$ cat config.mk
export PLATFORM = sky130hd
export DESIGN_NAME = fpa_front
export DESIGN_NICKNAME = d
export VERILOG_FILES = /design/src/hdl/assert_macros.svh /design/src/hdl/fpa_pkg.sv /design/src/hdl/fpa_front.sv
export SDC_FILE = /design/constraint.sdc
export NUM_CORES = 2
export LEC_CHECK = 0
export BUFFER_PORTS_ARGS = -buffer_cell sky130_fd_sc_hd__buf_4
export CORE_ASPECT_RATIO = 2
export CORE_MARGIN = 3
export CORE_UTILIZATION = 55
export DETAILED_ROUTE_END_ITERATION = 16
export HOLD_SLACK_MARGIN = 0.1
export PLACE_DENSITY = 0.71
export SYNTH_ARGS = -nofsm -noshare
export SYNTH_HDL_FRONTEND = slang
export SYNTH_SLANG_ARGS = --single-unit
$ cat constraint.sdc
create_clock -name i_clk -period 19.8 [get_ports i_clk]
set_input_delay 2.97 -clock i_clk [delete_from_list [all_inputs] [get_ports i_clk]]
set_output_delay 2.97 -clock i_clk [all_outputs]
set_load 0.01 [all_outputs]
$ cat src/hdl/assert_macros.svh
// Assertion macros used by the ALU output stage
`ifndef ASSERT_MACROS_SVH
`define ASSERT_MACROS_SVH

// Check a condition at every clock edge outside reset
`define FPA_ASSERT(label, cond, msg) \
    label: assert property (@(posedge i_clk) disable iff (!i_rst_n) (cond)) \
        else $error(msg);

// Check that an antecedent implies a consequent in the same cycle
`define FPA_ASSERT_IMPL(label, ante, cons, msg) \
    label: assert property (@(posedge i_clk) disable iff (!i_rst_n) \
        (ante) |-> (cons)) else $error(msg);

`endif

$ cat src/hdl/fpa_pkg.sv
// Types, constants and op codes of the fixed-point ALU
`timescale 1ns / 1ps
`default_nettype none
package fpa_pkg;
    localparam int FRAC_BITS = 8;
    localparam int NUM_W     = 32 + FRAC_BITS;

    // bounds of add/sub and mul results, scaled by 2^F and 2^2F
    localparam logic signed [63:0] ADD_HI =
        64'sd2147483648 - (64'sd1 <<< FRAC_BITS);
    localparam logic signed [63:0] ADD_LO = -64'sd2147483648;
    localparam logic signed [63:0] MUL_HI =
        ((64'sd1 <<< (31 - FRAC_BITS)) - 64'sd1) <<< (2 * FRAC_BITS);
    localparam logic signed [63:0] MUL_LO =
        -((64'sd1 <<< (31 - FRAC_BITS)) <<< (2 * FRAC_BITS));
    // bounds of the divide quotient magnitude
    localparam logic [NUM_W-1:0] DIV_POS_HI =
        NUM_W'(64'd2147483648 - (64'd1 << FRAC_BITS));
    localparam logic [NUM_W-1:0] DIV_NEG_HI = NUM_W'(64'd2147483648);

    typedef enum logic [3:0] {
        OP_ADD   = 4'd0,
        OP_SUB   = 4'd1,
        OP_MUL   = 4'd2,
        OP_DIV   = 4'd3,
        OP_LT    = 4'd4,
        OP_GT    = 4'd5,
        OP_LE    = 4'd6,
        OP_GE    = 4'd7,
        OP_EQ    = 4'd8,
        OP_NE    = 4'd9,
        OP_MIN   = 4'd10,
        OP_MAX   = 4'd11,
        OP_TOINT = 4'd12,
        OP_INC   = 4'd13
    } t_op;

    typedef struct packed {
        logic [3:0]         op;
        logic signed [31:0] a_raw;
        logic signed [31:0] b_raw;
    } t_in;

    typedef struct packed {
        logic signed [31:0] result_raw;
        logic               compare_true;
        logic               out_of_range;
        logic               div_zero;
    } t_out;

    // everything that rides along the divider chain
    typedef struct packed {
        logic [3:0]         op;
        logic signed [63:0] val;
        logic signed [31:0] pre_res;
        logic               cmp;
        logic               dz;
        logic               neg;
        logic [31:0]        rem;
        logic [31:0]        d;
        logic [NUM_W-1:0]   nq;
    } t_div_st;
endpackage
`default_nettype wire

$ cat src/hdl/fpa_front.sv
// Entry stage: decode, simple ops, multiply and divider setup
`timescale 1ns / 1ps
`default_nettype none
module fpa_front import fpa_pkg::*; (
    input  wire logic    i_clk,
    input  wire logic    i_rst_n,
    input  wire logic    i_vld,
    input  wire t_in     i_req,
    output logic         o_rdy,
    output logic         o_vld,
    output t_div_st      o_st,
    input  wire logic    i_rdy
);
    logic    r_vld;
    t_div_st r_st, n_st;
    logic [31:0] w_abs_a, w_abs_b;

    assign o_rdy = !r_vld || i_rdy;
    assign o_vld = r_vld;
    assign o_st  = r_st;

    always_comb begin
        w_abs_a = i_req.a_raw[31] ? 32'(-i_req.a_raw) : i_req.a_raw;
        w_abs_b = i_req.b_raw[31] ? 32'(-i_req.b_raw) : i_req.b_raw;
        n_st         = '0;
        n_st.op      = i_req.op;
        n_st.neg     = i_req.a_raw[31] ^ i_req.b_raw[31];
        n_st.d       = w_abs_b;
        n_st.nq      = {w_abs_a, {FRAC_BITS{1'b0}}};
        n_st.rem     = '0;
        case (t_op'(i_req.op))
            OP_ADD:   n_st.val = 64'(i_req.a_raw) + 64'(i_req.b_raw);
            OP_SUB:   n_st.val = 64'(i_req.a_raw) - 64'(i_req.b_raw);
            OP_MUL:   n_st.val = 64'(i_req.a_raw) * 64'(i_req.b_raw);
            OP_DIV:   n_st.dz  = (i_req.b_raw == 32'sd0);
            OP_LT:    n_st.cmp = i_req.a_raw <  i_req.b_raw;
            OP_GT:    n_st.cmp = i_req.a_raw >  i_req.b_raw;
            OP_LE:    n_st.cmp = i_req.a_raw <= i_req.b_raw;
            OP_GE:    n_st.cmp = i_req.a_raw >= i_req.b_raw;
            OP_EQ:    n_st.cmp = i_req.a_raw == i_req.b_raw;
            OP_NE:    n_st.cmp = i_req.a_raw != i_req.b_raw;
            OP_MIN:   n_st.pre_res = (i_req.a_raw < i_req.b_raw) ? i_req.a_raw
                                                                 : i_req.b_raw;
            OP_MAX:   n_st.pre_res = (i_req.a_raw > i_req.b_raw) ? i_req.a_raw
                                                                 : i_req.b_raw;
            OP_TOINT: n_st.pre_res = i_req.a_raw >>> FRAC_BITS;
            OP_INC:   n_st.pre_res = i_req.a_raw + 32'sd1;
            default:  n_st.val = '0;
        endcase
    end

    always_ff @(posedge i_clk) begin
        if (!i_rst_n) begin
            r_vld <= 1'b0;
        end else if (o_rdy) begin
            r_vld <= i_vld;
        end
    end

    always_ff @(posedge i_clk) begin
        if (o_rdy && i_vld) begin
            r_st <= n_st;
        end
    end
endmodule
`default_nettype wire

==> results.sh <==
export IMPL_drt_iter0_drc=3449
export IMPL_core_area_sq_um=87300
export IMPL_worstSetupPathType="primary input to register"
export IMPL_final_cells=6397
export IMPL_die_w_um=216
export IMPL_grt_pass1_vias=42914
export IMPL_synth_seq_cells=168
export IMPL_postCtsSetupBuffers=0
export IMPL_finalMaxSlewViolations=2
export IMPL_status="complete, but fails checks"
export IMPL_clkTransAtPathRegs_ns=0.08
export IMPL_multi_input_area_sq_um=38300
export IMPL_grt_use_total=0.405
export IMPL_dr_pass1_iters=9
export IMPL_synth_distinct_cells=79
export IMPL_cts_repair_resized=0
export IMPL_reg2reg_depth=3
export IMPL_detailed_place_area_sq_um=50800
export IMPL_cp_cell_sequence="buf_4 -> inv_2 -> nor2_1 -> fa_1 -> fa_1 -> fa_1 -> fa_1 -> fa_1 -> fa_1 -> fa_1 -> fa_1 -> ha_1 -> a211oi_1 -> o21ai_0 -> a2111oi_0 -> o41ai_1 -> nor3_1 -> o311ai_0 -> buf_4 -> a31oi_1 -> xor2_1 -> o21ai_0"
export IMPL_slowest_delay_ns=1.11
export IMPL_cts_tree="built"
export IMPL_synth_warnings=0
export IMPL_port_buffers=240
export IMPL_slowest_stage="a2111oi_0"
export IMPL_layout_commonest_cell="fa_1"
export IMPL_regArea_sq_um=5030
export IMPL_fill_cells=7746
export IMPL_cts_buffer_depth=2
export IMPL_fin_util=0.589
export IMPL_required_ns=20.04
export IMPL_cts_root_buf="clkbuf_16"
export IMPL_layout_drive_gt1_share=0.0662
export IMPL_fin_skew_ns=0.0245
export IMPL_cp_arrival_ns=12.23
export IMPL_h_tree_depth=4
export IMPL_max_slew_margin_rel=-0.0244
export IMPL_wire_per_inst_um=28.3
export IMPL_synth_edf_count=167
export IMPL_synth_flop_cell="edfxtp_1"
export IMPL_dieHeight_um=427
export IMPL_clkLatencyLatePin_ns=0.53
export IMPL_synthArstFlopShare=0
export IMPL_cp_common_cell="fa_1"
export IMPL_final_cell_mix="fa_1, inv_1, nand2_1"
export IMPL_gp_congestion=1.03
export IMPL_grt_overflow_total=0
export IMPL_grt_pass1_wl_um=270000
export IMPL_ant_nets=0
export IMPL_nets=6624
export IMPL_ctsHoldBuffers=0
export IMPL_hold_depth=2
export IMPL_via_per_inst=6.13
export IMPL_grt_start_max_net_pins=75
export IMPL_area_growth_pct=5.63
export IMPL_vias=39184
export IMPL_violations="max-capacitance violations, max-slew violations"
export IMPL_seq_area_frac_synth=0.104
export IMPL_num_rows=153
export IMPL_worst_slew_pin_slew_ns=1.53
export IMPL_hold_class="register to register"
export IMPL_drv_cap=2
export IMPL_syn_inst=5253
export IMPL_hpwlAfterDp_um=138000
export IMPL_finalSetupViolations=0
export IMPL_critPathLaunchType="primary input"
export IMPL_fmax_mhz=83.4
export IMPL_min_period_ns=11.99
export IMPL_cts_sinks=168
export IMPL_syn_area_per_cell_sq_um=9.26
export IMPL_ios=281
export IMPL_end_kind="register"
export IMPL_finalCritPeriodShare=0.606
export IMPL_cp_max_fo=54
export IMPL_fin_tns_setup_ns=0
export IMPL_routed_wl_um=181000
export IMPL_stdcell_area_sq_um=51400
export IMPL_syn_area_sq_um=48600
export IMPL_rsz0062_at_grt="no"
export IMPL_die_area_sq_um=92200
export IMPL_grt_antenna_before_repair=10
export IMPL_cts_buffers=17
export IMPL_dp_cells=6358
export IMPL_initial_core_util=0.557
export IMPL_hold_violations=0
export IMPL_drcViolationCount=0
metal layers:
| layer | GRT usage | up-vias | share of wire |
|---|---|---|---|
| met5 | 0 | - | 0.00022 |
| met4 | 0.414 | 6 | 0.13 |
| met3 | 0.0979 | 1007 | 0.093 |
| met2 | 0.678 | 2412 | 0.48 |
| met1 | 0.398 | 19781 | 0.29 |
| li1 | - | 15978 | - |
cells by family after synthesis:
family	count (synthesis)	synth area share
and+or+nand+nor	1476	0.147
buffers and inverters	1402	0.112
adders and majority gates	1337	0.511
AOI/OAI and AO/OA	642	0.0848
xor gates and xnor gates	189	0.0340
DFF	168	0.104
muxes	38	0.00790
other	1	0.0000771
through the flow:
| step | hold slack, ns | setup WS (ns) |
|---|---|---|
| floorplan | 0.610 | 9.12 |
| global placement | 0.524 | 7.43 |
| detailed placement | 0.549 | 7.38 |
| CTS | 0.562 | 7.89 |
| global route | 0.592 | 7.42 |
| finish | 0.557 | 7.81 |
worst max-delay path, delay by kind of cell:
kind,cells,cell delay (ns)
XOR/XNOR,1,0.16
adder cells (fa/ha/maj),9,5.05
AND/OR/NAND/NOR,2,0.48
buffers and inverters,3,1.15
AO/OA/AOI/OAI,7,2.32
cell type report:
class,instances,area share
Sequential cell,168,0.0980
Clock buffer,18,0.00855
Antenna cell,7,0.000341
Inverter,1029,0.0752
Clock inverter,14,0.00309
Tap cell,1162,0.0283
Timing Repair Buffer,277,0.0405
Multi-Input combinational cell,3722,0.746
cells in the mapped netlist, types with 18 or more instances:
master,instances,area (sq um)
a21o_1,47,353
clkbuf_1,297,1110
nor3_1,43,215
buf_4,42,315
o22ai_1,36,225
fa_1,1084,21700
inv_1,1021,3830
nand2b_1,30,188
mux2i_1,35,350
o21ai_0,165,826
xor2_1,59,517
nand2_1,580,2180
and2_1,397,2480
ha_1,253,3170
a21oi_1,157,786
nand4_1,26,163
xnor2_1,130,1140
o31ai_1,23,173
buf_1,28,105
a211oi_1,19,143
nand3_1,47,235
and3_1,20,125
a311oi_1,19,166
a22oi_1,23,173
nor2_1,248,931
edfxtp_1,167,5010
or3_1,18,113
flip-flops by register name, indices dropped and copies added, names as in the netlist:
name   cells
o_vld      1
o_st     167
worst paths after layout:
kind / start / end / slack (ns)
max: i_req[63] / o_st[200] / 7.81
min: o_vld / o_vld / 0.56
max reg2reg: o_vld / o_st[11] / 17.64
min reg2reg: o_vld / o_vld / 0.56
Power is left out: the tool's default activity adds up to more than one toggle a clock period on the data nets, which glitch-free logic cannot reach.
