$ cat config.mk
export PLATFORM = sky130hd
export DESIGN_NAME = fpa_div_cell
export DESIGN_NICKNAME = d
export VERILOG_FILES = /design/src/hdl/assert_macros.svh /design/src/hdl/fpa_pkg.sv /design/src/hdl/fpa_div_cell.sv
export SDC_FILE = /design/constraint.sdc
export NUM_CORES = 1
export LEC_CHECK = 0
export BUFFER_PORTS_ARGS = -buffer_cell sky130_fd_sc_hd__buf_4
export CAP_MARGIN = 0
export CORE_AREA = 2 2 161 163
export DETAILED_ROUTE_END_ITERATION = 10
export DIE_AREA = 0 0 163 165
export HOLD_SLACK_MARGIN = 0.1
export PLACE_DENSITY_LB_ADDON = 0.1
export SYNTH_ARGS = -nofsm -noshare
export SYNTH_HDL_FRONTEND = slang
export SYNTH_SLANG_ARGS = --single-unit
$ cat constraint.sdc
create_clock -name i_clk -period 6.45 [get_ports i_clk]
set_input_delay 1.29 -clock i_clk [delete_from_list [all_inputs] [get_ports i_clk]]
set_output_delay 1.29 -clock i_clk [all_outputs]
set_load 0.02 [all_outputs]
$ cat src/hdl/assert_macros.svh
// Assertion macros used by the ALU output stage
`ifndef ASSERT_MACROS_SVH
`define ASSERT_MACROS_SVH

// Check a condition at every clock edge outside reset
`define FPA_ASSERT(label, cond, msg) \
    label: assert property (@(posedge i_clk) disable iff (!i_rst_n) (cond)) \
        else $error(msg);

// Check that an antecedent implies a consequent in the same cycle
`define FPA_ASSERT_IMPL(label, ante, cons, msg) \
    label: assert property (@(posedge i_clk) disable iff (!i_rst_n) \
        (ante) |-> (cons)) else $error(msg);

`endif

$ cat src/hdl/fpa_pkg.sv
// Types, constants and op codes of the fixed-point ALU
`timescale 1ns / 1ps
`default_nettype none
package fpa_pkg;
    localparam int FRAC_BITS = 8;
    localparam int NUM_W     = 32 + FRAC_BITS;

    // bounds of add/sub and mul results, scaled by 2^F and 2^2F
    localparam logic signed [63:0] ADD_HI =
        64'sd2147483648 - (64'sd1 <<< FRAC_BITS);
    localparam logic signed [63:0] ADD_LO = -64'sd2147483648;
    localparam logic signed [63:0] MUL_HI =
        ((64'sd1 <<< (31 - FRAC_BITS)) - 64'sd1) <<< (2 * FRAC_BITS);
    localparam logic signed [63:0] MUL_LO =
        -((64'sd1 <<< (31 - FRAC_BITS)) <<< (2 * FRAC_BITS));
    // bounds of the divide quotient magnitude
    localparam logic [NUM_W-1:0] DIV_POS_HI =
        NUM_W'(64'd2147483648 - (64'd1 << FRAC_BITS));
    localparam logic [NUM_W-1:0] DIV_NEG_HI = NUM_W'(64'd2147483648);

    typedef enum logic [3:0] {
        OP_ADD   = 4'd0,
        OP_SUB   = 4'd1,
        OP_MUL   = 4'd2,
        OP_DIV   = 4'd3,
        OP_LT    = 4'd4,
        OP_GT    = 4'd5,
        OP_LE    = 4'd6,
        OP_GE    = 4'd7,
        OP_EQ    = 4'd8,
        OP_NE    = 4'd9,
        OP_MIN   = 4'd10,
        OP_MAX   = 4'd11,
        OP_TOINT = 4'd12,
        OP_INC   = 4'd13
    } t_op;

    typedef struct packed {
        logic [3:0]         op;
        logic signed [31:0] a_raw;
        logic signed [31:0] b_raw;
    } t_in;

    typedef struct packed {
        logic signed [31:0] result_raw;
        logic               compare_true;
        logic               out_of_range;
        logic               div_zero;
    } t_out;

    // everything that rides along the divider chain
    typedef struct packed {
        logic [3:0]         op;
        logic signed [63:0] val;
        logic signed [31:0] pre_res;
        logic               cmp;
        logic               dz;
        logic               neg;
        logic [31:0]        rem;
        logic [31:0]        d;
        logic [NUM_W-1:0]   nq;
    } t_div_st;
endpackage
`default_nettype wire

$ cat src/hdl/fpa_div_cell.sv
// One restoring-divider cell: resolves one quotient bit and passes the request on
`timescale 1ns / 1ps
`default_nettype none
module fpa_div_cell import fpa_pkg::*; (
    input  wire logic    i_clk,
    input  wire logic    i_rst_n,
    input  wire logic    i_vld,
    input  wire t_div_st i_st,
    output logic         o_rdy,
    output logic         o_vld,
    output t_div_st      o_st,
    input  wire logic    i_rdy
);
    logic    r_vld;
    t_div_st r_st, n_st;
    logic [32:0] w_shift, w_trial;
    logic        w_take;

    assign o_rdy = !r_vld || i_rdy;
    assign o_vld = r_vld;
    assign o_st  = r_st;

    always_comb begin
        // bring down the next numerator bit, try the subtract
        w_shift = {i_st.rem, i_st.nq[NUM_W-1]};
        w_trial = w_shift - {1'b0, i_st.d};
        w_take  = !w_trial[32];
        n_st     = i_st;
        n_st.rem = w_take ? w_trial[31:0] : w_shift[31:0];
        n_st.nq  = {i_st.nq[NUM_W-2:0], w_take};
    end

    always_ff @(posedge i_clk) begin
        if (!i_rst_n) begin
            r_vld <= 1'b0;
        end else if (o_rdy) begin
            r_vld <= i_vld;
        end
    end

    always_ff @(posedge i_clk) begin
        if (o_rdy && i_vld) begin
            r_st <= n_st;
        end
    end
endmodule
`default_nettype wire

==> impl_results.md, run 1 <==
- Status: finished, final reports clean
- Max H-tree Level: 1
- Grt met2 use: 34.1%
- Synth Cell Area: 8700 um2
- Fmax: 0.232 GHz
- Req. time, crit path: 6720 ps
- LEAKAGE: 5.66 nW
- Vias in the first global route: 6060
- Mapped Avg Cell Area: 15.2 um2
- Worst Setup End Kind: flip-flop
- Top cell type's share of synthesized area: 71.5%
- GR peak layer: met2
- Placeable core area: 25000 um2
- Commonest cells after routing, fill and taps aside: 420 x buf_4, 207 x edfxtp_1, 47 x nand2_1
- Total of max-cap violations: 0
- Main synth FF type: edfxtp_1
- # clock sinks: 208
- Final Critical Period: 4310 ps
- XOR/XNOR Fraction of Synth Area: 2.42%
- CTS tree: done
- Hold Startpoint: o_vld$_SDFFE_PN0N_
- Total number of vias: 6300
- Crit path max fanout: 28
- Die area: 26900 um2
- Buffers on Ports: 419
- RePlAce Congestion: 0.865
- Peak supply drop: 0.214 mV
- Crit share post-route: 66.9%
- Slew of the pin with the lowest slew margin: 825 ps
- Die Span Y: 165 um
- Worst min path class: reg -> reg
- CTS Buf Count: 24
- Final setup TNS: 0 ps
- Area of the multi-input gates: 2230 um2
- Reg area: 6240 um2
- CP Launch Point: i_st[53]
- Post-synthesis compound-gate area fraction: 9.08%
- Grt total ovfl: 0
- First-pass GRT wire length: 37900 um
- Met1 Use GR: 21.8%
- GRT Overall Usage: 19.0%
- Routed wire length: 27300 um
- WHS: 755 ps
- Post-synth EDFFs: 207
- CP startpoint kind: primary input
- Final HPWL DP: 21400 um
- Cell Pwr Density: 280 nW/um2
- Final Hold Vio Count: 0
- Final setup viols: 0
- Setup Skew: 7.91 ps
- Hold_buf cts: 0
- Synth Net Count: 816
- Area Growth Syn to Fin: 48.9%
- Initial Utilization: 34.7%
- Postcts setup bufs: 0
- DRC errors left: 0
- Worst skew pair latency: 520 ps
- DRT iter0 DRCs: 343
- Slew HR: 45.0%
- Clk buf depth: 3
- Nets@finish: 1246
- Synth cell types: 52
- Mux contribution to synthesized area: 3.22%
- Clock slew at reported path FFs: 60 ps
- Kind of critical path: in -> reg
- Detail Route Antenna Nets: 0
- Final core occ: 51.7%
- RSZ-0062 raised after global routing: false
- Met3 global-route usage: 6.48%
- CTS root buffer: clkbuf_16
- Drt pass-1 iters: 4
- Post_cts resized: 0
- Post-synth top area cell: edfxtp_1
- Sequential share of the synthesized area: 71.7%
- Antenna violations before repair: 2
- Max-slew violations: 0
- Mean routed wirelength per cell: 20.2 um
- Count of state elements after synthesis: 208
- Crit Reg-Reg Startpoint: o_vld$_SDFFE_PN0N_
- Dpl ws: 1510 ps
- Ys Warns: 0
- Largest net degree at the start of global routing: 99
- I/O Pins: 420
- Commonest non-fill, non-tap cell in the layout: buf_4
- # rows: 58
- Reg2reg setup slack: 4240 ps
- Share of cells above drive strength 1: 46.9%
- Largest family of logic cells by synthesized area: compound AO/OA/AOI/OAI gates
- Die Width: 163 um
- Syn Inst Count: 572
- Power Total: 3.62 mW
- CP endpoint: o_st[100]$_DFFE_PP_
- FF-to-FF End: o_st[166]$_DFFE_PP_
- Setup WS post-layout: 2140 ps
- Post-Synth Simple-Gate Area: 6.08%
- Fraction of registers with async set/reset: 0%
- Top cells by area, synth: edfxtp_1 71%, ha_1 4.6%, mux2_4 3.1%
- FILL cells: 2266
- Vias/cell: 4.67
- FF-to-FF path depth: 3
- Crit path DAT: 4580 ps
- Post-Synth Adder-Cell Area: 4.83%
[registers in the layout, indices dropped and copies added, names as in the netlist]
register	flops
o_st	207
o_vld	1
[critical path: stages]
cell and delay [ps]:
buf_4 100, inv_1 40, ha_1 360, a21oi_2 240
o211ai_1 130, a221o_1 330, a211o_1 290, o21a_1 210
o211ai_4 630, inv_2 510, mux2_4 420
[routing by layer]
metal / up-vias / routed length [um]
met5: - / 13
met2: 248 / 14000
li1: 3015 / -
met3: 38 / 2480
met4: 2 / 640
met1: 2997 / 10100
[cell families after synthesis]
kind of cell               after synthesis
xor gates and xnor gates                24
buffers and inverters                   57
adders and majority gates               33
DFF                                    208
and+or+nand+nor                        113
muxes                                   19
AOI/OAI and AO/OA                      118
[how the worst min path moves through the flow]
stage,endpoint,slack (ps),cells after the start
floorplan,o_vld$_SDFFE_PN0N_,750,2
global placement,o_vld$_SDFFE_PN0N_,700,2
detailed placement,o_vld$_SDFFE_PN0N_,720,2
CTS,o_vld$_SDFFE_PN0N_,720,2
global route,o_vld$_SDFFE_PN0N_,760,2
finish,o_vld$_SDFFE_PN0N_,750,2
[stage by stage]
stage	cells	area [um2]
4_1_cts	1348	13000
2_1_floorplan	572	8700
3_3_place_gp	1306	12200
5_1_grt	1349	13000
3_5_place_dp	1306	12200
6_report	1349	13000
[cell usage after synthesis (4+ instances only)]
cell type  instances
edfxtp_1         207
nand2_1           47
inv_1             39
ha_1              32
a21oi_1           29
o21ai_0           27
nor2_1            23
mux2_4            18
a21o_1            15
xnor2_1           15
clkbuf_1          13
nand3_1            9
xor2_1             9
and3_1             6
o211ai_1           6
a21boi_0           5
nand2b_1           5
nand4_1            5
nor2b_1            5
o21a_1             5
o21bai_1           5
a211oi_1           4
o31ai_1            4
[power by group]
part,switching (mW),leakage [nW],total [mW],internal (mW)
registers,0.0240,2.01,1.63,1.61
logic,0.379,3.28,0.694,0.316
clock network,0.532,0.363,1.30,0.763
[final cells by class]
type / instances / area share, %
repair buffers: 421 / 24.5
clock inverters: 13 / 0.985
well taps: 330 / 3.19
multi-input cells: 307 / 17.2
diodes: 1 / 0.0193
inverters: 40 / 1.16
flip-flops and latches: 208 / 48.1
clock buffers: 29 / 4.78
Note: power is estimated with default switching activity, not from simulation.
==> run 2: changes to the inputs <==
clock period = 4.1 ns   (was 6.45 ns; I/O delays follow)
==> run 2 against run 1 <==
  * Count of clock-buffer cells in the layout decreased by 2
  * Hold slack got worse by 270 ps
  * Clock power increased by 64%
  * Global-route usage decreased by 0.16 points
  * Sequential share of layout area decreased by 0.35 points
  * Total power increased by 60%
  * Setup slack got worse by 1300 ps
  * Clock skew decreased by 0.79 ps
  * Die area unchanged
  * Wire length decreased by 0.61%
  * Register-to-register slack got worse by 1800 ps
  * Largest power group unchanged
==> impl_results.md, run 2 (synthesis gave the netlist of run 1 again) <==
- RePlAce Congestion: 0.854
- Clk buf depth: 3
- CP top delay family: compound AO/OA/AOI/OAI gates
- Clock slew at reported path FFs: 60 ps
- Kind of critical path: in -> reg
- Total of max-cap violations: 0
- Drt pass-1 iters: 6
- Post_cts resized: 0
- Worst skew pair latency: 510 ps
- Die area: 26900 um2
- Final HPWL DP: 21300 um
- CP max stage delay: 390 ps
- Largest net degree at the start of global routing: 94
- Share of cells above drive strength 1: 47.5%
- Critical path buffers and inverters: 4
- Crit path max fanout: 15
- Hold_buf cts: 0
- Crit-path most repeated cell: a21oi_1
- Max-slew violations: 0
- Crit path DAT: 3510 ps
- Grt total ovfl: 0
- Final Critical Period: 3260 ps
- Setup Skew: 7.12 ps
- Cell Pwr Density: 445 nW/um2
- Buffers on Ports: 419
- # clock sinks: 208
- Initial Utilization: 34.7%
- Routed wire length: 27100 um
- Die Width: 163 um
- CP Cell Sequence: buf_4, inv_1, ha_1, fa_1, nand2b_1, a21oi_1, o211ai_1, a21oi_1, o21a_1, o211ai_4, inv_2, buf_12, mux2_4
- Post-Layout Cell Count: 1352
- Antenna diodes: 0
- CP startpoint kind: primary input
- Detail Route Antenna Nets: 0
- Antenna violations before repair: 0
- Max H-tree Level: 1
- Placeable core area: 25000 um2
- Fmax: 0.307 GHz
- Commonest cells after routing, fill and taps aside: 422 x buf_4, 207 x edfxtp_1, 47 x nand2_1
- Nets@finish: 1250
- Max reg flops: 207
- DRC errors left: 0
- Worst Setup End Kind: flip-flop
- Final setup TNS: 0 ps
- LEAKAGE: 5.71 nW
- Commonest non-fill, non-tap cell in the layout: buf_4
- Mean routed wirelength per cell: 20.1 um
- FILL cells: 2228
- GRT Overall Usage: 18.9%
- CTS root buffer: clkbuf_16
- Die Span Y: 165 um
- Slew HR: 66.1%
- Crit share post-route: 79.4%
- Total number of vias: 6252
- Placed Cells: 1310
- CTS Buf Count: 24
- Final setup viols: 0
- I/O Pins: 420
- DRT iter0 DRCs: 337
- Crit path max-delay cell type: fa_1
- CTS tree: done
- Final Hold Vio Count: 0
- Postcts setup bufs: 0
- Slew of the pin with the lowest slew margin: 508 ps
- Worst min path class: in -> reg
- Req. time, crit path: 4360 ps
- Area Growth Syn to Fin: 50.0%
- Final core occ: 52.1%
- Vias/cell: 4.62
- RSZ-0062 raised after global routing: false
- Peak supply drop: 0.269 mV
- Status: finished, final reports clean
- Vias in the first global route: 6050
- # rows: 58
- First-pass GRT wire length: 37900 um
==> run 2: final timing paths <==
kind	start	to	slack (ps)	depth (start not counted)
setup / recovery	i_st[39]	o_st[91]$_DFFE_PP_	840	13
hold / removal	i_st[146]	o_st[146]$_DFFE_PP_	480	1
setup reg to reg	o_vld$_SDFFE_PN0N_	o_st[64]$_DFFE_PP_	2410	3
hold reg to reg	o_vld$_SDFFE_PN0N_	o_vld$_SDFFE_PN0N_	550	2
==> run 2: power by group <==
group	switching, mW	leakage (nW)	internal [mW]
Clock	0.838	0.385	1.29
Sequential	0.0405	2.01	2.53
Combinational	0.593	3.31	0.507
Total	1.47	5.71	4.33
==> run 2: metal layers <==
layer | vias to the layer above | global-route usage, % | part of all wire (%)
met3 | 31 | 6.38 | 9.6
met4 | 0 | 4.02 | 1.6
met1 | 2961 | 21.2 | 37
met5 | - | 0 | 0
li1 | 3021 | - | -
met2 | 239 | 34.7 | 52
==> run 2: final cells by class <==
class | count | area, um2 | share of cell area [%]
clock inverters | 15 | 155 | 1.19
multi-input cells | 307 | 2230 | 17.1
well taps | 330 | 413 | 3.16
inverters | 40 | 150 | 1.15
clock buffers | 27 | 633 | 4.85
repair buffers | 425 | 3230 | 24.7
flip-flops and latches | 208 | 6240 | 47.8
==> run 2: metrics by stage <==
| stage | power (mW) | setup slack, ps | area, um2 | hold slack [ps] |
|---|---|---|---|---|
| 5_1_grt | 6.05 | 686 | 13000 | 457 |
| 3_3_place_gp | 3.72 | 387 | 12300 | 529 |
| 2_1_floorplan | 3.21 | 741 | 8700 | 758 |
| 3_5_place_dp | 3.73 | 324 | 12300 | 544 |
| 4_1_cts | 5.89 | 852 | 13000 | 459 |
| 6_report | 5.80 | 844 | 13000 | 485 |
