<file path="config.mk">
export PLATFORM = sky130hd
export DESIGN_NAME = fpa_back
export DESIGN_NICKNAME = d
export VERILOG_FILES = /design/src/hdl/fpa_pkg.sv /design/src/hdl/fpa_back.sv
export VERILOG_INCLUDE_DIRS = /design/src /design/src/hdl
export SDC_FILE = /design/constraint.sdc
export NUM_CORES = 1
export LEC_CHECK = 0
export BUFFER_PORTS_ARGS = -buffer_cell sky130_fd_sc_hd__buf_4
export CAP_MARGIN = 5
export CORE_UTILIZATION = 47
export CTS_CLUSTER_DIAMETER = 80
export DETAILED_ROUTE_END_ITERATION = 6
export PLACE_DENSITY = 0.84
export SYNTH_ARGS = -nofsm -noshare
export SYNTH_HDL_FRONTEND = slang
export SYNTH_SLANG_ARGS = --single-unit
</file>
<file path="constraint.sdc">
create_clock -name i_clk -period 4.45 [get_ports i_clk]
set_input_delay 0.445 -clock i_clk [delete_from_list [all_inputs] [get_ports i_clk]]
set_output_delay 0.445 -clock i_clk [all_outputs]
set_load 0.03 [all_outputs]
</file>
<file path="src/hdl/assert_macros.svh">
// Assertion macros used by the ALU output stage
`ifndef ASSERT_MACROS_SVH
`define ASSERT_MACROS_SVH

// Check a condition at every clock edge outside reset
`define FPA_ASSERT(label, cond, msg) \
    label: assert property (@(posedge i_clk) disable iff (!i_rst_n) (cond)) \
        else $error(msg);

// Check that an antecedent implies a consequent in the same cycle
`define FPA_ASSERT_IMPL(label, ante, cons, msg) \
    label: assert property (@(posedge i_clk) disable iff (!i_rst_n) \
        (ante) |-> (cons)) else $error(msg);

`endif

</file>
<file path="src/hdl/fpa_pkg.sv">
// Types, constants and op codes of the fixed-point ALU
`timescale 1ns / 1ps
`default_nettype none
package fpa_pkg;
    localparam int FRAC_BITS = 8;
    localparam int NUM_W     = 32 + FRAC_BITS;

    // bounds of add/sub and mul results, scaled by 2^F and 2^2F
    localparam logic signed [63:0] ADD_HI =
        64'sd2147483648 - (64'sd1 <<< FRAC_BITS);
    localparam logic signed [63:0] ADD_LO = -64'sd2147483648;
    localparam logic signed [63:0] MUL_HI =
        ((64'sd1 <<< (31 - FRAC_BITS)) - 64'sd1) <<< (2 * FRAC_BITS);
    localparam logic signed [63:0] MUL_LO =
        -((64'sd1 <<< (31 - FRAC_BITS)) <<< (2 * FRAC_BITS));
    // bounds of the divide quotient magnitude
    localparam logic [NUM_W-1:0] DIV_POS_HI =
        NUM_W'(64'd2147483648 - (64'd1 << FRAC_BITS));
    localparam logic [NUM_W-1:0] DIV_NEG_HI = NUM_W'(64'd2147483648);

    typedef enum logic [3:0] {
        OP_ADD   = 4'd0,
        OP_SUB   = 4'd1,
        OP_MUL   = 4'd2,
        OP_DIV   = 4'd3,
        OP_LT    = 4'd4,
        OP_GT    = 4'd5,
        OP_LE    = 4'd6,
        OP_GE    = 4'd7,
        OP_EQ    = 4'd8,
        OP_NE    = 4'd9,
        OP_MIN   = 4'd10,
        OP_MAX   = 4'd11,
        OP_TOINT = 4'd12,
        OP_INC   = 4'd13
    } t_op;

    typedef struct packed {
        logic [3:0]         op;
        logic signed [31:0] a_raw;
        logic signed [31:0] b_raw;
    } t_in;

    typedef struct packed {
        logic signed [31:0] result_raw;
        logic               compare_true;
        logic               out_of_range;
        logic               div_zero;
    } t_out;

    // everything that rides along the divider chain
    typedef struct packed {
        logic [3:0]         op;
        logic signed [63:0] val;
        logic signed [31:0] pre_res;
        logic               cmp;
        logic               dz;
        logic               neg;
        logic [31:0]        rem;
        logic [31:0]        d;
        logic [NUM_W-1:0]   nq;
    } t_div_st;
endpackage
`default_nettype wire

</file>
<file path="src/hdl/fpa_back.sv">
// Output stage: range checks, truncation, result select and output register
`timescale 1ns / 1ps
`default_nettype none
`include "assert_macros.svh"
module fpa_back import fpa_pkg::*; (
    input  wire logic    i_clk,
    input  wire logic    i_rst_n,
    input  wire logic    i_vld,
    input  wire t_div_st i_st,
    output logic         o_rdy,
    output logic         o_vld,
    output t_out         o_res,
    input  wire logic    i_rdy
);
    logic  r_vld;
    t_out  r_res, n_res;
    logic [63:0]      w_mag, w_sh;
    logic [NUM_W-1:0] w_q;
    logic             w_exact;

    assign o_rdy = !r_vld || i_rdy;
    assign o_vld = r_vld;
    assign o_res = r_res;

    always_comb begin
        w_mag   = i_st.val[63] ? 64'(-i_st.val) : 64'(i_st.val);
        w_sh    = w_mag >> FRAC_BITS;
        w_q     = i_st.nq;
        w_exact = (i_st.rem == 32'd0);
        n_res   = '0;
        case (t_op'(i_st.op))
            OP_ADD, OP_SUB: begin
                if (i_st.val <= ADD_HI && i_st.val >= ADD_LO) begin
                    n_res.result_raw = i_st.val[31:0];
                end else begin
                    n_res.out_of_range = 1'b1;
                end
            end
            OP_MUL: begin
                if (i_st.val <= MUL_HI && i_st.val >= MUL_LO) begin
                    n_res.result_raw = i_st.val[63] ? 32'(-w_sh[31:0]) : w_sh[31:0];
                end else begin
                    n_res.out_of_range = 1'b1;
                end
            end
            OP_DIV: begin
                if (i_st.dz) begin
                    n_res.div_zero = 1'b1;
                end else if (i_st.neg) begin
                    // real quotient must not fall below the lowest value
                    if (w_q < DIV_NEG_HI || (w_q == DIV_NEG_HI && w_exact)) begin
                        n_res.result_raw = 32'(-w_q[31:0]);
                    end else begin
                        n_res.out_of_range = 1'b1;
                    end
                end else begin
                    if (w_q < DIV_POS_HI || (w_q == DIV_POS_HI && w_exact)) begin
                        n_res.result_raw = w_q[31:0];
                    end else begin
                        n_res.out_of_range = 1'b1;
                    end
                end
            end
            OP_LT, OP_GT, OP_LE, OP_GE, OP_EQ, OP_NE: n_res.compare_true = i_st.cmp;
            OP_MIN, OP_MAX, OP_TOINT, OP_INC:          n_res.result_raw = i_st.pre_res;
            default: n_res = '0;
        endcase
    end

    always_ff @(posedge i_clk) begin
        if (!i_rst_n) begin
            r_vld <= 1'b0;
        end else if (o_rdy) begin
            r_vld <= i_vld;
        end
    end

    always_ff @(posedge i_clk) begin
        if (o_rdy && i_vld) begin
            r_res <= n_res;
        end
    end

    `FPA_ASSERT(a_flags_excl, !(r_vld && r_res.out_of_range && r_res.div_zero), "both error flags")
    `FPA_ASSERT_IMPL(a_oor_zero, r_vld && r_res.out_of_range, r_res.result_raw == 32'sd0, "oor result not zero")
    `FPA_ASSERT_IMPL(a_dz_zero, r_vld && r_res.div_zero, r_res.result_raw == 32'sd0, "div zero result not zero")
    `FPA_ASSERT_IMPL(a_cmp_zero, r_vld && r_res.compare_true, r_res.result_raw == 32'sd0 && !r_res.out_of_range, "compare with payload")
endmodule
`default_nettype wire

</file>
==> impl_metrics.env, run 1 <==
export IMPL_ys_top_cells_by_area="edfxtp_1 22%, xnor2_1 6.5%, xor2_1 5.2%"
export IMPL_gp_congestion=0.965
export IMPL_die_h_um=104
export IMPL_postRouteAntennaNets=0
export IMPL_grt_util_all_layers=0.341
export IMPL_die_area_mm2=0.0107
export IMPL_dr_pass1_iters=7
export IMPL_async_flop_share=0
export IMPL_dpl_instance_area_mm2=0.00650
export IMPL_violations="design-rule violations"
export IMPL_critPathRequiredTime_ps=4610
export IMPL_syn_cell_area_mm2=0.00485
export IMPL_r2r_cells=3
export IMPL_fin_crit_sh=0.871
export IMPL_grt_start_max_net_pins=36
export IMPL_core_area_mm2=0.00991
export IMPL_powerDensity_mw_per_mm2=182
export IMPL_hold_violations=0
export IMPL_io_pins=248
export IMPL_worstSkewPairLatency_ps=290
export IMPL_hold_path_endpoint="o_vld$_SDFFE_PN0N_"
export IMPL_synth_top_family_by_area="simple AND/OR/NAND/NOR gates"
export IMPL_vias=5916
export IMPL_r2r_start="o_vld$_SDFFE_PN0N_"
export IMPL_synth_nets=793
export IMPL_cp_max_fo=9
export IMPL_clock_path_buffers=2
export IMPL_hpwl_um=15000
export IMPL_yosys_warnings=0
export IMPL_die_w_um=104
export IMPL_critical_path_class="in2reg"
export IMPL_route_detailed_drc=12
export IMPL_synth_cell_types=82
export IMPL_arrival_ps=4030
export IMPL_mostFrequentLayoutCells="226 x buf_4, 46 x nand2_1, 43 x o21ai_0, 36 x xnor2_1, 35 x edfxtp_1"
export IMPL_finalPower_mw=1.20
export IMPL_post_cts_buffers=0
export IMPL_final_common_cell="buf_4"
export IMPL_synth_fa_ha_area_frac=0.00515
export IMPL_rows=36
export IMPL_nNetsFinal=985
export IMPL_cts_sinks=36
export IMPL_setup_tns_ps=0
export IMPL_rrSetupSlack_ps=3090
export IMPL_cts_resized_gates=0
export IMPL_end_kind="register"
export IMPL_cap_violations=0
export IMPL_wire_per_inst_um=21.1
export IMPL_area_growth_pct=36.2
export IMPL_min_period_ps=3870
export IMPL_drive_gt1_frac=0.360
export IMPL_ir_drop_mv=0.165
export IMPL_root_buffer="clkbuf_8"
export IMPL_finalClockSkew_ps=7.25
export IMPL_drt_iter0_drc=619
export IMPL_max_freq_mhz=258
export IMPL_synthSimpleGateAreaFrac=0.297
export IMPL_vias_per_cell=6.53
export IMPL_ctsHoldBuffers=0
export IMPL_cts_buffers=5
export IMPL_wl_um=19100
export IMPL_n_fill_cell=832
export IMPL_muxShareOfSynthArea=0.0255
export IMPL_hold_path_depth=3
export IMPL_antenna_cells=0
export IMPL_antenna_found_initial=0
export IMPL_grt_first_pass_wirelength_um=29300
export IMPL_whs_ps=416
export IMPL_syn_inst=580
export IMPL_synth_xor_area_frac=0.131
export IMPL_hold_start="i_vld"
export IMPL_maxSlewViolCount=0
export IMPL_total_leakage_power_nw=2.53
export IMPL_worst_pin_slew_ps=799
export IMPL_yosys_most_used_dff="edfxtp_1"
export IMPL_grt_overflow=0
export IMPL_slew_headroom=0.463
export IMPL_cts_tree="yes"
export IMPL_yosysTopAreaCell="edfxtp_1"
export IMPL_setup_viol=0
export IMPL_synth_edf_count=35
export IMPL_reg2reg_to="o_res[18]$_DFFE_PP_"
export IMPL_min_path_type="in2reg"
export IMPL_worst_setup_path_start_kind="input port"
export IMPL_critPathLaunch="i_st[139]"
export IMPL_numPortBuffers=215
export IMPL_outcome="complete, but fails checks"
export IMPL_synth_compound_area_frac=0.268
export IMPL_cts_max_level=2
export IMPL_cts_reportedPaths_clkPinSlew_ps=80
export IMPL_yosys_area_top_type_share=0.216
export IMPL_synth_avg_cell_area_um2=8.37
export IMPL_first_global_vias=5517
export IMPL_rsz0062_at_grt="no"
export IMPL_final_design_area_no_fill_mm2=0.00661
export IMPL_synth_seq_cells=36
export IMPL_yosysSeqAreaShare=0.221
export IMPL_start_util=0.490
[cell type report]
class                           instances  area (um^2)  area share
Multi-Input combinational cell        492         3530       0.533
Clock buffer                            5         68.8      0.0104
Timing Repair Buffer                  226         1700       0.257
Tap cell                              133          166      0.0252
Inverter                               11         41.3     0.00624
Clock inverter                          3         42.5     0.00643
Sequential cell                        36         1070       0.162
[report_power, final]
part	total [mW]	switching, mW	internal [mW]
Sequential	0.407	0.00819	0.399
Clock	0.305	0.138	0.166
Combinational	0.493	0.272	0.221
Total	1.20	0.419	0.786
[critical path, stage by stage]
cell and delay (ps):
buf_4 110, or4_4 610, or2_2 370, o21ai_0 220
xor2_1 170, ha_1 250, nand2_1 70, o211ai_1 260
o2111ai_1 240, nor4b_4 510, nand3_1 220, or4_1 440
nand3_1 100
[per-layer routing]
layer | up-vias | GRT usage | wire length (um)
met5 | - | 0 | 0
li1 | 2695 | - | -
met2 | 404 | 0.601 | 9320
met1 | 2776 | 0.423 | 7380
met3 | 41 | 0.0529 | 1870
met4 | 0 | 0.110 | 515
[cells in the mapped netlist (6+ instances only)]
cell type	number
a222oi_1	22
and3_1	8
buf_6	7
clkbuf_1	31
edfxtp_1	35
inv_1	10
mux2i_1	9
nand2_1	46
nand2b_1	9
nand3_1	20
nand4_1	23
nor2_1	27
nor3_1	20
nor4_1	27
o211a_1	6
o211ai_1	8
o21ai_0	43
o31ai_1	16
or2_2	12
or3_1	10
or4_1	13
xnor2_1	36
xor2_1	29
[worst max path at each step]
stage / slack [ps] / depth (start not counted) / endpoint
detailed placement: 380 / 13 / o_res[29]$_DFFE_PP_
floorplan: 680 / 13 / o_res[25]$_DFFE_PP_
global placement: 480 / 13 / o_res[29]$_DFFE_PP_
global route: 410 / 13 / o_res[29]$_DFFE_PP_
finish: 580 / 13 / o_res[29]$_DFFE_PP_
CTS: 650 / 13 / o_res[29]$_DFFE_PP_
[stage by stage]
step / cells / util / setup WS, ps
2_1_floorplan: 580 / - / 677
3_5_place_dp: 898 / 0.656 / 383
4_1_cts: 906 / 0.667 / 648
5_1_grt: 906 / 0.667 / 414
6_report: 906 / 0.667 / 576
3_3_place_gp: 898 / 0.656 / 481
[cell families (layout without fill, tap and decap cells)]
group                    after synthesis  after routing
flip-flops                            36             36
multiplexers                          12             12
AND/OR/NAND/NOR                      248            248
XOR/XNOR                              69             69
buffers and inverters                 52            245
AO/OA/AOI/OAI                        161            161
adder cells (fa/ha/maj)                2              2
[registers in the layout, indices dropped and copies added (netlist names)]
signal  flops
o_res      35
o_vld       1
(Power assumes the default switching activity.)
==> run 2: changes to the inputs <==
- RECOVER_POWER: default -> 25
==> impl_metrics.env, run 2 (synthesis gave the netlist of run 1 again) <==
export IMPL_outcome="complete, but fails checks"
export IMPL_violations="design-rule violations"
export IMPL_cp_max_fo=9
export IMPL_cap_violations=0
export IMPL_powerDensity_mw_per_mm2=183
export IMPL_ir_drop_mv=0.165
export IMPL_end_kind="register"
export IMPL_largest_reg_flops=35
export IMPL_start_util=0.490
export IMPL_post_cts_buffers=0
export IMPL_grtUsageMet3=0.0529
export IMPL_total_leakage_power_nw=2.44
export IMPL_globalRoute_busiestLayer="met2"
export IMPL_worst_setup_path_start_kind="input port"
export IMPL_grtUsageMet2=0.601
export IMPL_final_design_area_no_fill_mm2=0.00652
export IMPL_root_buffer="clkbuf_8"
export IMPL_slowest_stage="or4_4"
export IMPL_mostFrequentLayoutCells="201 x buf_4, 46 x nand2_1, 43 x o21ai_0, 36 x xnor2_1, 35 x edfxtp_1"
export IMPL_numPortBuffers=215
export IMPL_critPathRequiredTime_ps=4610
export IMPL_hpwl_um=15000
export IMPL_dpl_instance_area_mm2=0.00650
export IMPL_io_pins=248
export IMPL_whs_ps=415
export IMPL_cts_tree="yes"
export IMPL_gp_congestion=0.965
export IMPL_maxSlewViolCount=0
export IMPL_worst_pin_slew_ps=887
export IMPL_worstSkewPairLatency_ps=300
export IMPL_antenna_found_initial=0
export IMPL_drive_gt1_frac=0.327
export IMPL_max_freq_mhz=259
export IMPL_setup_viol=0
export IMPL_setup_tns_ps=0
export IMPL_final_common_cell="buf_4"
export IMPL_dr_pass1_iters=7
export IMPL_fin_crit_sh=0.867
export IMPL_cts_max_level=2
export IMPL_slew_headroom=0.404
export IMPL_nNetsFinal=985
export IMPL_antenna_cells=0
export IMPL_cts_resized_gates=0
export IMPL_critPathMostFrequentCell="nand3_1"
export IMPL_route_detailed_drc=9
export IMPL_arrival_ps=4020
export IMPL_grt_overflow=0
export IMPL_drt_iter0_drc=518
export IMPL_post_route_util=0.658
export IMPL_slowest_delay_ps=600
export IMPL_area_growth_pct=34.3
export IMPL_wire_per_inst_um=21.1
export IMPL_die_area_mm2=0.0107
export IMPL_crit_chain="buf_4 > or4_4 > or2_2 > o21ai_0 > xor2_1 > ha_1 > nand2_1 > o211ai_1 > o2111ai_1 > nor4b_4 > nand3_1 > or4_1 > nand3_1"
export IMPL_cts_sinks=36
export IMPL_finalPower_mw=1.19
export IMPL_rsz0062_at_grt="no"
export IMPL_grt_first_pass_wirelength_um=29300
export IMPL_cts_reportedPaths_clkPinSlew_ps=80
export IMPL_hold_violations=0
export IMPL_min_period_ps=3860
export IMPL_ctsHoldBuffers=0
export IMPL_die_w_um=104
export IMPL_cp_depth=13
export IMPL_cts_buffers=5
export IMPL_core_area_mm2=0.00991
export IMPL_grt_start_max_net_pins=36
export IMPL_first_global_vias=5517
export IMPL_r2r_cells=3
export IMPL_finalClockSkew_ps=7.20
export IMPL_grt_util_all_layers=0.341
export IMPL_n_fill_cell=862
export IMPL_vias_per_cell=6.48
export IMPL_clock_path_buffers=2
export IMPL_critical_path_class="in2reg"
export IMPL_wl_um=19100
export IMPL_grt_util_met1=0.423
export IMPL_crit_buf_inv=1
export IMPL_rows=36
export IMPL_die_h_um=104
export IMPL_crit_family="simple AND/OR/NAND/NOR gates"
export IMPL_hold_path_depth=3
export IMPL_vias=5868
export IMPL_postRouteAntennaNets=0
export IMPL_min_path_type="in2reg"
## run 2: changes by cell type in the layout (fill, tap and decap cells not counted), sizes merged
cell / change
clkbuf: +25
buf: -25
## run 2: cell type report
| type | count | area (um^2) | area share |
|---|---|---|---|
| multi-input combinational | 492 | 3530 | 0.541 |
| timing repair buffer | 226 | 1600 | 0.246 |
| sequential | 36 | 1070 | 0.164 |
| tap | 133 | 166 | 0.0255 |
| clock buffer | 5 | 68.8 | 0.0106 |
| clock inverter | 3 | 42.5 | 0.00652 |
| inverter | 11 | 41.3 | 0.00633 |
## run 2: worst register-to-register path, stage by stage, from the launching register on
cell and delay [ps]:
dfxtp_1 320, nand2b_1 100, and2_1 140, buf_4 430
## run 2: final timing paths
| path | endpoint | start | slack [ps] |
|---|---|---|---|
| worst min-delay path | o_vld$_SDFFE_PN0N_ | i_vld | 420 |
| worst max register to register | o_res[18]$_DFFE_PP_ | o_vld$_SDFFE_PN0N_ | 3100 |
| worst min register to register | o_vld$_SDFFE_PN0N_ | o_vld$_SDFFE_PN0N_ | 550 |
| worst max-delay path | o_res[29]$_DFFE_PP_ | i_st[139] | 590 |
## run 2: power breakdown
group          total, mW  switching [mW]  internal, mW
Sequential         0.407         0.00790         0.399
Combinational      0.480           0.272         0.208
Clock              0.305           0.139         0.166
Total               1.19           0.419         0.773
## run 2: routing by layer
metal,wire length (um),vias to the layer above
li1,-,2691
met1,7320,2730
met2,9310,405
met3,1950,42
met4,550,0
met5,0,-
## run 2: through the flow
stage               std cells  worst slack (ps)
CTS                       906               648
floorplan                 580               677
global route              906               414
finish                    906               592
detailed placement        898               383
global placement          898               481
